### config.mk
export PLATFORM = sky130hd
export DESIGN_NAME = sha256_stream_hasher_top_flat
export DESIGN_NICKNAME = d
export VERILOG_FILES = /design/src/hdl/shs_pkg.sv /design/src/hdl/shs_if.sv /design/src/hdl/shs_sched.sv /design/src/hdl/shs_round.sv /design/src/hdl/sha256_stream_hasher_top.sv /design/src/flat_wrapper.sv
export SDC_FILE = /design/constraint.sdc
export NUM_CORES = 2
export LEC_CHECK = 0
export BUFFER_PORTS_ARGS = -buffer_cell sky130_fd_sc_hd__buf_2
export CORE_MARGIN = 2
export CORE_UTILIZATION = 50
export DETAILED_ROUTE_END_ITERATION = 8
export PLACE_DENSITY_LB_ADDON = 0.08
export SETUP_SLACK_MARGIN = 0.15
export SLEW_MARGIN = 20
export SYNTH_ARGS = -nofsm -noshare
export SYNTH_HDL_FRONTEND = slang
export SYNTH_SLANG_ARGS = --single-unit
export TNS_END_PERCENT = 50
### constraint.sdc
create_clock -name i_clk -period 11 [get_ports i_clk]
set_input_delay 0 -clock i_clk [delete_from_list [all_inputs] [get_ports i_clk]]
set_output_delay 0 -clock i_clk [all_outputs]
set_load 0.03 [all_outputs]
### src/hdl/shs_pkg.sv
// ----------------------------------------------------------------------------
// shs_pkg
// shared types, command codes and hash constants for the stream hasher
// ----------------------------------------------------------------------------
package shs_pkg;

    typedef logic [31:0] t_word;
    typedef logic [7:0][31:0] t_words8;

    typedef enum logic {
        CMD_ABSORB = 1'b0,
        CMD_FINISH = 1'b1
    } t_cmd;

    typedef enum logic [2:0] {
        ST_IDLE,
        ST_PAD,
        ST_COMP,
        ST_FOLD,
        ST_OUT
    } t_state;

    // schedule window control
    typedef struct packed {
        logic       wr_en;
        logic       shift;
        logic [5:0] wr_pos;
        logic [7:0] wr_byte;
    } t_sched_ctl;

    localparam logic [7:0] PAD_BYTE = 8'h80;
    localparam logic [5:0] LEN_POS  = 6'd56;
    localparam logic [5:0] LAST_POS = 6'd63;
    localparam logic [5:0] LAST_RND = 6'd63;
    localparam logic [2:0] LAST_IDX = 3'd7;

    localparam t_words8 HASH_IV = {
        32'h5be0cd19, 32'h1f83d9ab, 32'h9b05688c, 32'h510e527f,
        32'ha54ff53a, 32'h3c6ef372, 32'hbb67ae85, 32'h6a09e667
    };

    localparam t_word K_TAB [64] = '{
        32'h428a2f98, 32'h71374491, 32'hb5c0fbcf, 32'he9b5dba5,
        32'h3956c25b, 32'h59f111f1, 32'h923f82a4, 32'hab1c5ed5,
        32'hd807aa98, 32'h12835b01, 32'h243185be, 32'h550c7dc3,
        32'h72be5d74, 32'h80deb1fe, 32'h9bdc06a7, 32'hc19bf174,
        32'he49b69c1, 32'hefbe4786, 32'h0fc19dc6, 32'h240ca1cc,
        32'h2de92c6f, 32'h4a7484aa, 32'h5cb0a9dc, 32'h76f988da,
        32'h983e5152, 32'ha831c66d, 32'hb00327c8, 32'hbf597fc7,
        32'hc6e00bf3, 32'hd5a79147, 32'h06ca6351, 32'h14292967,
        32'h27b70a85, 32'h2e1b2138, 32'h4d2c6dfc, 32'h53380d13,
        32'h650a7354, 32'h766a0abb, 32'h81c2c92e, 32'h92722c85,
        32'ha2bfe8a1, 32'ha81a664b, 32'hc24b8b70, 32'hc76c51a3,
        32'hd192e819, 32'hd6990624, 32'hf40e3585, 32'h106aa070,
        32'h19a4c116, 32'h1e376c08, 32'h2748774c, 32'h34b0bcb5,
        32'h391c0cb3, 32'h4ed8aa4a, 32'h5b9cca4f, 32'h682e6ff3,
        32'h748f82ee, 32'h78a5636f, 32'h84c87814, 32'h8cc70208,
        32'h90befffa, 32'ha4506ceb, 32'hbef9a3f7, 32'hc67178f2
    };

endpackage

### src/hdl/shs_if.sv
// ----------------------------------------------------------------------------
// shs_in_if / shs_out_if
// valid/ready channels carrying message beats in and digest beats out
// ----------------------------------------------------------------------------
interface shs_in_if;
    logic       valid;
    logic       ready;
    logic       command;
    logic [7:0] data_byte;

    modport source (output valid, output command, output data_byte, input ready);
    modport sink   (input valid, input command, input data_byte, output ready);
endinterface

interface shs_out_if;
    logic        valid;
    logic        ready;
    logic [31:0] digest_word;
    logic [2:0]  word_index;
    logic        last_word;

    modport source (output valid, output digest_word, output word_index,
                    output last_word, input ready);
    modport sink   (input valid, input digest_word, input word_index,
                    input last_word, output ready);
endinterface

### src/hdl/shs_sched.sv
// ----------------------------------------------------------------------------
// shs_sched
// block buffer and message schedule window, sixteen words
// ----------------------------------------------------------------------------
module shs_sched
    import shs_pkg::*;
(
    input  logic       i_clk,
    input  t_sched_ctl i_ctl,
    output t_word      o_w
);

    t_word r_w [16];
    t_word n_w15;

    function automatic t_word ssig0(input t_word x);
        ssig0 = {x[6:0], x[31:7]} ^ {x[17:0], x[31:18]} ^ (x >> 3);
    endfunction

    function automatic t_word ssig1(input t_word x);
        ssig1 = {x[16:0], x[31:17]} ^ {x[18:0], x[31:19]} ^ (x >> 10);
    endfunction

    assign n_w15 = ssig1(r_w[14]) + r_w[9] + ssig0(r_w[1]) + r_w[0];
    assign o_w   = r_w[0];

    // bytes land big-endian within each word
    always_ff @(posedge i_clk) begin
        if (i_ctl.shift) begin
            for (int i = 0; i < 15; i++) begin
                r_w[i] <= r_w[i + 1];
            end
            r_w[15] <= n_w15;
        end else if (i_ctl.wr_en) begin
            r_w[i_ctl.wr_pos[5:2]][{~i_ctl.wr_pos[1:0], 3'b000} +: 8] <= i_ctl.wr_byte;
        end
    end

endmodule

### src/hdl/shs_round.sv
// ----------------------------------------------------------------------------
// shs_round
// one compression round on the eight working words
// ----------------------------------------------------------------------------
module shs_round
    import shs_pkg::*;
(
    input  t_words8 i_v,
    input  t_word   i_k,
    input  t_word   i_w,
    output t_words8 o_v
);

    t_word sig1;
    t_word sig0;
    t_word choose;
    t_word major;
    t_word t1;

    assign sig1   = {i_v[4][5:0], i_v[4][31:6]} ^ {i_v[4][10:0], i_v[4][31:11]}
                  ^ {i_v[4][24:0], i_v[4][31:25]};
    assign sig0   = {i_v[0][1:0], i_v[0][31:2]} ^ {i_v[0][12:0], i_v[0][31:13]}
                  ^ {i_v[0][21:0], i_v[0][31:22]};
    assign choose = (i_v[4] & i_v[5]) ^ (~i_v[4] & i_v[6]);
    assign major  = (i_v[0] & i_v[1]) ^ (i_v[0] & i_v[2]) ^ (i_v[1] & i_v[2]);
    assign t1     = i_v[7] + sig1 + choose + i_k + i_w;

    always_comb begin
        o_v[7] = i_v[6];
        o_v[6] = i_v[5];
        o_v[5] = i_v[4];
        o_v[4] = i_v[3] + t1;
        o_v[3] = i_v[2];
        o_v[2] = i_v[1];
        o_v[1] = i_v[0];
        o_v[0] = t1 + sig0 + major;
    end

endmodule

### src/hdl/sha256_stream_hasher_top.sv
// ----------------------------------------------------------------------------
// sha256_stream_hasher_top
// SHA-256 over a byte stream, one round per clock on a shared round unit
// ----------------------------------------------------------------------------
// Each input beat is either one message byte (absorb) or a finish command.
// An absorb beat writes one byte to the block buffer; the 64th byte of a
// block also starts the compression, which runs the single round unit
// for every round and then folds the working words into the hash. A
// finish beat writes the padding one byte per cycle up to the end of the
// block, compresses, and does so a second time when the 0x80 marker lands
// at offset 56 or later; it then sends the digest as eight 32-bit output
// beats, big-endian word order, word_index 0 to 7, last_word on the
// eighth. The input channel is not ready while padding, compressing or
// sending the digest. After the eighth beat is taken the fill count,
// length, hash and working words are back at their reset values and the
// next byte starts a new message.
// ----------------------------------------------------------------------------
module sha256_stream_hasher_top
    import shs_pkg::*;
(
    input  logic      i_clk,
    input  logic      i_rst_n,
    shs_in_if.sink    i_in,
    shs_out_if.source o_out
);

    // control and datapath state
    t_state     r_state;
    t_state     n_state;
    logic [5:0] r_fill;     // bytes held in the block buffer
    logic [63:0] r_len;     // message length in bits, wraps
    t_words8    r_h;        // hash state
    t_words8    r_v;        // working words a..h
    logic [5:0] r_round;
    logic [2:0] r_oidx;
    logic       r_pad;      // inside a finish sequence
    logic       r_first;    // next pad byte is the 0x80 marker
    logic       r_len_ok;   // this block takes the length field
    logic       r_final;    // compression in flight closes the message

    logic       in_acc;
    logic       out_acc;
    t_sched_ctl sched_ctl;
    t_word      sched_w;
    t_words8    round_v;
    logic [7:0] pad_byte;

    assign in_acc  = i_in.valid && i_in.ready;
    assign out_acc = o_out.valid && o_out.ready;

    // block buffer and schedule window
    shs_sched u_sched (
        .i_clk (i_clk),
        .i_ctl (sched_ctl),
        .o_w   (sched_w)
    );

    // shared round unit
    shs_round u_round (
        .i_v (r_v),
        .i_k (K_TAB[r_round]),
        .i_w (sched_w),
        .o_v (round_v)
    );

    // padding byte: marker, zeros, then the big-endian bit length
    always_comb begin
        if (r_first) begin
            pad_byte = PAD_BYTE;
        end else if (r_len_ok && (r_fill >= LEN_POS)) begin
            pad_byte = r_len[{~r_fill[2:0], 3'b000} +: 8];
        end else begin
            pad_byte = 8'h00;
        end
    end

    // next state
    always_comb begin
        n_state = r_state;
        unique case (r_state)
            ST_IDLE: begin
                if (in_acc) begin
                    if (i_in.command == CMD_FINISH) begin
                        n_state = ST_PAD;
                    end else if (r_fill == LAST_POS) begin
                        n_state = ST_COMP;
                    end
                end
            end
            ST_PAD: begin
                if (r_fill == LAST_POS) begin
                    n_state = ST_COMP;
                end
            end
            ST_COMP: begin
                if (r_round == LAST_RND) begin
                    n_state = ST_FOLD;
                end
            end
            ST_FOLD: begin
                if (!r_pad) begin
                    n_state = ST_IDLE;
                end else if (r_final) begin
                    n_state = ST_OUT;
                end else begin
                    n_state = ST_PAD;
                end
            end
            ST_OUT: begin
                if (out_acc && (r_oidx == LAST_IDX)) begin
                    n_state = ST_IDLE;
                end
            end
            default: n_state = ST_IDLE;
        endcase
    end

    // outputs of the sequencer
    always_comb begin
        i_in.ready        = (r_state == ST_IDLE);
        o_out.valid       = (r_state == ST_OUT);
        o_out.digest_word = r_h[r_oidx];
        o_out.word_index  = r_oidx;
        o_out.last_word   = (r_oidx == LAST_IDX);
        sched_ctl.shift   = (r_state == ST_COMP);
        sched_ctl.wr_pos  = r_fill;
        sched_ctl.wr_en   = (r_state == ST_PAD)
                          || (in_acc && (i_in.command == CMD_ABSORB));
        sched_ctl.wr_byte = (r_state == ST_PAD) ? pad_byte : i_in.data_byte;
    end

    always_ff @(posedge i_clk) begin
        if (!i_rst_n) begin
            r_state <= ST_IDLE;
        end else begin
            r_state <= n_state;
        end
    end

    always_ff @(posedge i_clk) begin
        if (!i_rst_n) begin
            r_fill   <= '0;
            r_len    <= '0;
            r_h      <= HASH_IV;
            r_v      <= HASH_IV;
            r_round  <= '0;
            r_oidx   <= '0;
            r_pad    <= 1'b0;
            r_first  <= 1'b0;
            r_len_ok <= 1'b0;
            r_final  <= 1'b0;
        end else begin
            if (sched_ctl.wr_en) begin
                r_fill <= r_fill + 6'd1;
            end
            unique case (r_state)
                ST_IDLE: begin
                    if (in_acc) begin
                        if (i_in.command == CMD_FINISH) begin
                            r_pad    <= 1'b1;
                            r_first  <= 1'b1;
                            r_len_ok <= 1'b0;
                        end else begin
                            r_len <= r_len + 64'd8;
                        end
                    end
                end
                ST_PAD: begin
                    r_first <= 1'b0;
                    // marker early enough: length fits in this block
                    if (r_first && (r_fill < LEN_POS)) begin
                        r_len_ok <= 1'b1;
                    end
                    if (r_fill == LAST_POS) begin
                        r_final  <= r_len_ok;
                        r_len_ok <= 1'b1;
                    end
                end
                ST_COMP: begin
                    r_v     <= round_v;
                    r_round <= r_round + 6'd1;
                end
                ST_FOLD: begin
                    for (int i = 0; i < 8; i++) begin
                        r_h[i] <= r_h[i] + r_v[i];
                        r_v[i] <= r_h[i] + r_v[i];
                    end
                end
                ST_OUT: begin
                    if (out_acc) begin
                        r_oidx <= r_oidx + 3'd1;
                        if (r_oidx == LAST_IDX) begin
                            r_len   <= '0;
                            r_h     <= HASH_IV;
                            r_v     <= HASH_IV;
                            r_pad   <= 1'b0;
                            r_final <= 1'b0;
                        end
                    end
                end
                default: ;
            endcase
        end
    end

    // ------------------------------------------------------------------------
    // checks
    // ------------------------------------------------------------------------

    // input and output sides never both open
    a_one_side: assert property (@(posedge i_clk) disable iff (!i_rst_n)
        !(i_in.ready && o_out.valid))
        else $error("input ready while digest beat pending");

    // the round loop runs to its end without a break
    a_round_run: assert property (@(posedge i_clk) disable iff (!i_rst_n)
        (r_state == ST_COMP) && (r_round != LAST_RND) |=> (r_state == ST_COMP))
        else $error("compression left early");

    // after the last digest beat the block is back at its start point
    a_restart: assert property (@(posedge i_clk) disable iff (!i_rst_n)
        out_acc && o_out.last_word |=> (r_fill == 6'd0) && (r_len == 64'd0)
            && (r_h == HASH_IV) && (r_state == ST_IDLE))
        else $error("state not reinitialised after digest");

    // an absorb beat always lengthens the message by one byte
    a_len_step: assert property (@(posedge i_clk) disable iff (!i_rst_n)
        in_acc && (i_in.command == CMD_ABSORB) |=> (r_len == $past(r_len) + 64'd8))
        else $error("bit length not advanced");

endmodule
### src/flat_wrapper.sv
// flat-port wrapper written by rule: the top's interface ports become plain ports
module sha256_stream_hasher_top_flat import shs_pkg::*;
  (i_clk, i_rst_n, i_in_valid, i_in_command, i_in_data_byte, i_in_ready, o_out_valid, o_out_digest_word, o_out_word_index, o_out_last_word, o_out_ready);
  shs_in_if i_in_i ();
  shs_out_if o_out_i ();
  input  logic i_clk;
  input  logic i_rst_n;
  input wire logic [$bits(i_in_i.valid)-1:0] i_in_valid;
  input wire logic [$bits(i_in_i.command)-1:0] i_in_command;
  input wire logic [$bits(i_in_i.data_byte)-1:0] i_in_data_byte;
  output wire logic [$bits(i_in_i.ready)-1:0] i_in_ready;
  output wire logic [$bits(o_out_i.valid)-1:0] o_out_valid;
  output wire logic [$bits(o_out_i.digest_word)-1:0] o_out_digest_word;
  output wire logic [$bits(o_out_i.word_index)-1:0] o_out_word_index;
  output wire logic [$bits(o_out_i.last_word)-1:0] o_out_last_word;
  input wire logic [$bits(o_out_i.ready)-1:0] o_out_ready;
  assign i_in_i.valid = i_in_valid;
  assign i_in_i.command = i_in_command;
  assign i_in_i.data_byte = i_in_data_byte;
  assign i_in_ready = i_in_i.ready;
  assign o_out_valid = o_out_i.valid;
  assign o_out_digest_word = o_out_i.digest_word;
  assign o_out_word_index = o_out_i.word_index;
  assign o_out_last_word = o_out_i.last_word;
  assign o_out_i.ready = o_out_ready;
  sha256_stream_hasher_top u_core (.i_clk(i_clk), .i_rst_n(i_rst_n), .i_in(i_in_i), .o_out(o_out_i));
endmodule
# Word-level counts from Yosys, hierarchy flattened
# Memory sizes are Yosys's and may differ from the RTL's.
# Index checks and enable logic that the tools add are counted.
[word_totals]
ff_bits = 598
ram_bits = 512
rom_bits = 2048
input_bits = 13
out_inout_bits = 38
word_cells = 162
n_memories = 2
[mem_list]
columns = ["name", "words", "word_bits", "rd", "rd_ports_with_merged_regs", "write_ports", "line", "text"]
rows = [
  ["(name not given)", 64, 32, 1, 0, 0, "sha256_stream_hasher_top.sv:61", ".i_k (K_TAB[r_round]),"],
  ["u_core.u_sched.r_w", 16, 32, 16, 0, 16, "shs_sched.sv:13", "t_word r_w [16];"],
]
[op_classes]
addsub = 23
magnitude_cmp = 4
n_eq_ne = 16
n_shift = 3
muxes = 45
bitwise = 21
reduce_logical = 23
[op_table]
columns = ["op", "n"]
rows = [
  ["one-hot mux 256 bit (3 select lines)", 1],
  ["adder 32 bit", 18],
  ["2-to-1 mux 256 bit", 2],
  ["one-hot mux 256 bit (2 select lines)", 1],
  ["XOR 32 bit", 9],
  ["2-to-1 mux 64 bit", 4],
  ["2-to-1 mux 32 bit", 6],
  ["bitwise AND 32 bit", 5],
  ["one-hot mux 64 bit (2 select lines)", 1],
  ["binary-select mux 32 bit (select 3 bit)", 1],
  ["adder 64 x 4 -> 64 bit (second input constant)", 1],
  ["variable part select 64 x 7 -> 8 bit", 1],
  ["NOT 32 bit", 1],
  ["OR reduction 32 bit", 1],
  ["variable shift 8 x 7 -> 32 bit (first input constant)", 1],
  ["variable part select 8 x 7 -> 32 bit", 1],
  ["XOR 32 x 22 -> 32 bit", 1],
  ["XOR 32 x 29 -> 32 bit", 1],
  ["2-to-1 mux 8 bit", 3],
  ["2-to-1 mux 3 bit", 7],
  ["one-hot mux 3 bit (5 select lines)", 1],
  ["inequality test 2 bit (second input constant)", 7],
  ["2-to-1 mux 1 bit", 13],
  ["adder 6 x 1 -> 6 bit (second input constant)", 2],
  ["other kinds (27)", 46],
]

# Longest topological paths before layout
[logic_depth]
ltp_word = 9
ltp_mapped = 42
ltp_nobuf = 39

# By module
# A second synthesis with hierarchy kept.
[hier_totals]
hier_cells = 8876
area_unflattened_um2 = 76932.5
[by_module_without_submodules]
columns = ["mod", "n_inst", "cells_per_inst", "area_per_inst_um2"]
rows = [
  ["sha256_stream_hasher_top", 1, 5198, 40405.0],
  ["shs_sched", 1, 2299, 25391.9],
  ["shs_round", 1, 1379, 11135.7],
]

# Least setup slack after synthesis
# Ideal clock, no wire load.
[synth_path]
kind = "reg2reg"
startpoint = "reg u_core.r_round[1]"
endpoint = "reg u_core.r_v[30] in the netlist's numbering"
setup_time_ns = 0.101
arrival_ns = 8.770
t_required_ns = 10.899
slack_ns = 2.129
path_stages_with_launch = 40
period_less_slack_ns = 8.871
cell_sequence = "dfxtp_1 clkbuf_1 clkinv_1 ha_1 clkbuf_1 clkbuf_1 nor2_1 o311ai_0 o21ai_0 nand2_1 o21ai_0 fa_1 fa_1 inv_1 fa_1 inv_1 ha_1 a21o_1 (+4 left out) a21oi_1 o21bai_1 a21oi_1 o21bai_1 a21oi_1 xnor2_1 fa_1 ha_1 a21o_1 a21oi_1 nand2_1 a21oi_1 o21ai_1 a21boi_1 o21bai_1 a311oi_1 nor2_1 o41ai_1"
[synth_via]
elab_chain_cells = 9
[synth_lines]
columns = ["item", "line", "text"]
rows = [
  ["start, declared", "sha256_stream_hasher_top.sv:34", "logic [5:0] r_round;"],
  ["start signal, assigned", "sha256_stream_hasher_top.sv:181", "r_round <= r_round + 6'd1;"],
  ["NOT 6 -> 7 bit (not written as such)", "sha256_stream_hasher_top.sv:61", ""],
  ["memory (64 x 32 bit)", "-", ""],
  ["2-to-1 mux 32 bit (not written as such) (2 in a row)", "sha256_stream_hasher_top.sv:61", ""],
  ["adder 32 bit (2 in a row)", "shs_round.sv:26", "assign t1 = i_v[7] + sig1 + choose + i_k + i_w;"],
  ["adder 32 bit (2 in a row)", "shs_round.sv:36", "o_v[0] = t1 + sig0 + major;"],
  ["one-hot mux 256 bit (3 select lines)", "sha256_stream_hasher_top.sv:156", "unique case (r_state)"],
  ["end signal, assigned", "sha256_stream_hasher_top.sv:180", "r_v <= round_v;"],
  ["end signal, assigned by index", "sha256_stream_hasher_top.sv:186", "r_v[i] <= r_h[i] + r_v[i];"],
  ["end, declared", "sha256_stream_hasher_top.sv:33", "t_words8 r_v;"],
]
# Every way passes these cells. The select of a mux whose other input is x is not followed.
# A chain may end at the register's enable or synchronous reset.

# Worst setup path in the final report
[layout_path]
startpoint = "reg u_core.r_round[0]"
endpoint = "reg u_core.r_v[30] in the netlist's numbering"
# Same word-level chain as after synthesis.

==> impl_metrics.py <==
metrics = {
    "setup_path": {
        "rr_worst_depth": 38,
        "cp-startpoint": "u_core.r_round[0]",
        "cpMaxStageDelayCell": "fa_1",
        "worstSetupEndpointType": "register",
        "r2r_start": "u_core.r_round[0]",
        "crit_path_max_fanout": 18,
        "critical_path_required_ps": 11670,
        "arrival_ps": 10180,
        "max_stage_delay_ps": 610,
        "cp-start-kind": "register",
        "path_class": "reg2reg",
    },
    "cts": {
        "clock-sinks": 1107,
        "cts_tree": "built",
        "root_buffer": "clkbuf_16",
        "clk_pin_slew_ps": 70,
        "htreeDepth": 4,
        "ctsLongestPathBuffers": 3,
        "numCtsBuffers": 131,
        "cts_setup_buffers": 0,
        "clk_latency_ps": 780,
    },
    "logic_synthesis": {
        "ys_seq_area_share_pct": 37.4,
        "syn_nets": 8792,
        "synth_area_mm2": 0.0730,
        "yosysTopAreaCellShare_pct": 21.1,
        "synth_cell_types": 103,
        "synthCells": 8183,
        "ys.flop_type": "dfxtp_1",
        "ys_ff_latch": 1107,
        "synth.area.top_cells": "edfxtp_1, dfxtp_1, ha_1",
        "synthTopCellsByCount": "nand2_1, o21ai_0, a21oi_1, dfxtp_1, nor2_1",
        "yosysWarnings": 0,
        "postSynthAreaPerCell_um2": 8.92,
        "synth_largest_area_cell": "edfxtp_1",
        "synth_edf_count": 512,
        "synth.most_common_cell": "nand2_1",
        "async_reset_ff_share_pct": 0,
    },
    "floorplan": {
        "floorplan.die.width_um": 386,
        "start_util_pct": 50.2,
        "die_y_um": 386,
        "dieArea_mm2": 0.149,
        "core_mm2": 0.145,
        "pin_count": 51,
        "rows": 140,
    },
    "timing": {
        "tns_ps": 0,
        "max_clock_freq_mhz": 105,
        "setup_viol": 0,
        "fin_crit_sh_pct": 86.4,
        "finClkSkew_ps": 27.6,
        "rsz0062_at_grt": "false",
        "maxSlewViolCount": 0,
        "hold_viol": 0,
        "worstMarginPinSlew_ps": 1240,
        "final.min_clock_period_ps": 9510,
        "worst_slack_ps": 1490,
        "max-slew-margin-rel_pct": 17.0,
    },
    "global_routing": {
        "antenna_found_initial": 4,
        "grt_pass1_wl_mm": 391,
        "grt_usage_pct": 35.4,
        "overflow": 0,
        "grt_pass1_vias": 59400,
        "grt_max_degree": 176,
    },
    "min_path": {
        "hold_path_startpoint": "o_out_ready",
        "min_path_cells": 4,
        "hold_class": "in2reg",
    },
    "finish": {
        "area_delta_synth_final_pct": 8.56,
        "final_nets": 8595,
        "stdcell_count": 10000,
        "layout-drive-gt1-share_pct": 7.28,
    },
    "place": {
        "pre_cts_slack_ps": 1570,
        "dp_cells": 9763,
        "gp_routability_congestion": 1.00,
        "portBuffers": 50,
        "hpwl_mm": 196,
    },
    "detailed_routing": {
        "avgViaCountPerCell": 6.19,
        "wl_per_cell_um": 26.7,
        "drc": 0,
        "antenna_left": 0,
        "drtIter0Drc": 5521,
        "vias": 62000,
        "dr.pass1.iters": 6,
        "routed_wirelength_mm": 268,
    },
    "job": {
        "drv_cap": 0,
    },
    "power": {
        "leakage_nw": 31.0,
        "peakVddDrop_mv": 0.147,
        "p_per_area_mw_per_mm2": 124,
        "power_mw": 9.83,
    },
    "status": {
        "status": "finished, final reports clean",
    },
}
## cells by family (layout without fill, tap and decap cells)
| kind of cell | after synthesis | after routing | share of synthesized area [%] |
|---|---|---|---|
| compound gates | 2566 | 2566 | 21.0 |
| simple gates | 2314 | 2314 | 13.5 |
| flops | 1107 | 1107 | 37.4 |
| buf+inv | 754 | 661 | 3.90 |
| xor+xnor | 640 | 640 | 7.70 |
| fa+ha+maj | 619 | 619 | 12.5 |
| mux | 183 | 183 | 3.99 |
| other cells | 0 | 2 | 0 |
## state kept, by name, summed over array words and instances, names as in the netlist
name                     flops
u_core.r_pad                 1
u_core.r_fill                6
u_core.u_sched.r_w         512
u_core.o_out.word_index      3
u_core.r_final               1
u_core.r_h                 256
u_core.r_first               1
u_core.r_round               6
u_core.r_v                 256
u_core.r_len_ok              1
u_core.r_state               3
u_core.r_len                61
## cell type report
type,count,area (um2)
sequential,1107,27300
tap,1917,2400
fill,13400,66100
inverter,255,962
timing repair buffer,169,1220
multi-input combinational,6322,43000
antenna,2,5.00
clock buffer,167,3520
clock inverter,70,813
## path summary, 6_finish.rpt
path	end	slack (ps)
max	u_core.r_v[30]	1490
min	u_core.o_out.word_index[1]	100
max reg2reg	u_core.r_v[30]	1490
min reg2reg	u_core.r_h[170]	470
## placed cells by master, fill, tap and decap left out, types with 67 or more instances in the layout
| cell type | netlist | layout |
|---|---|---|
| edfxtp_1 | 512 | 512 |
| mux4_2 | 80 | 80 |
| nand2b_1 | 77 | 76 |
| xnor2_1 | 477 | 477 |
| a21oi_1 | 683 | 682 |
| o211ai_1 | 102 | 102 |
| dfxtp_1 | 595 | 587 |
| a31oi_1 | 67 | 67 |
| o21ai_0 | 950 | 950 |
| ha_1 | 401 | 401 |
| inv_1 | 252 | 252 |
| fa_1 | 195 | 195 |
| buf_4 | 0 | 108 |
| nor2_1 | 559 | 551 |
| clkbuf_16 | 0 | 131 |
| nand3_1 | 134 | 134 |
| xor2_1 | 162 | 162 |
| nand2_1 | 1230 | 1224 |
| a21o_1 | 204 | 204 |
## critical path: cells and delay by family, from the launching register on
kind / cells / cell delay, ps
compound gates: 22 / 4420
fa+ha+maj: 7 / 3370
simple gates: 4 / 630
buf+inv: 4 / 370
flops: 1 / 330
xor+xnor: 1 / 230
## per-stage QoR
stage	instance area, um2	hold slack [ps]	util, %
floorplan	73000	160	-
global placement	74800	313	51.5
detailed placement	74900	316	51.5
CTS	79300	61.4	54.5
global route	79300	89.5	54.5
finish	79300	97.3	54.5
## where the power goes
part | switching, mW | internal (mW)
logic | 0.675 | 0.376
clock network | 1.90 | 2.57
registers | 0.0211 | 4.29
## repair_timing
item | CTS | global route
resized for setup | 0 | 0
hold buffers | 7 | 0
endpoints found under the hold margin | 110 | 0
## metal layers
layer  GRT usage (%)  vias to the layer above  share of wire (%)
met5               0                        -              0.016
met4            21.2                        6                7.0
met3            4.72                      635                6.6
met2            57.3                     2449                 46
met1            45.1                    30100                 41
li1                -                    28800                  -
(Power assumes the default switching activity.)
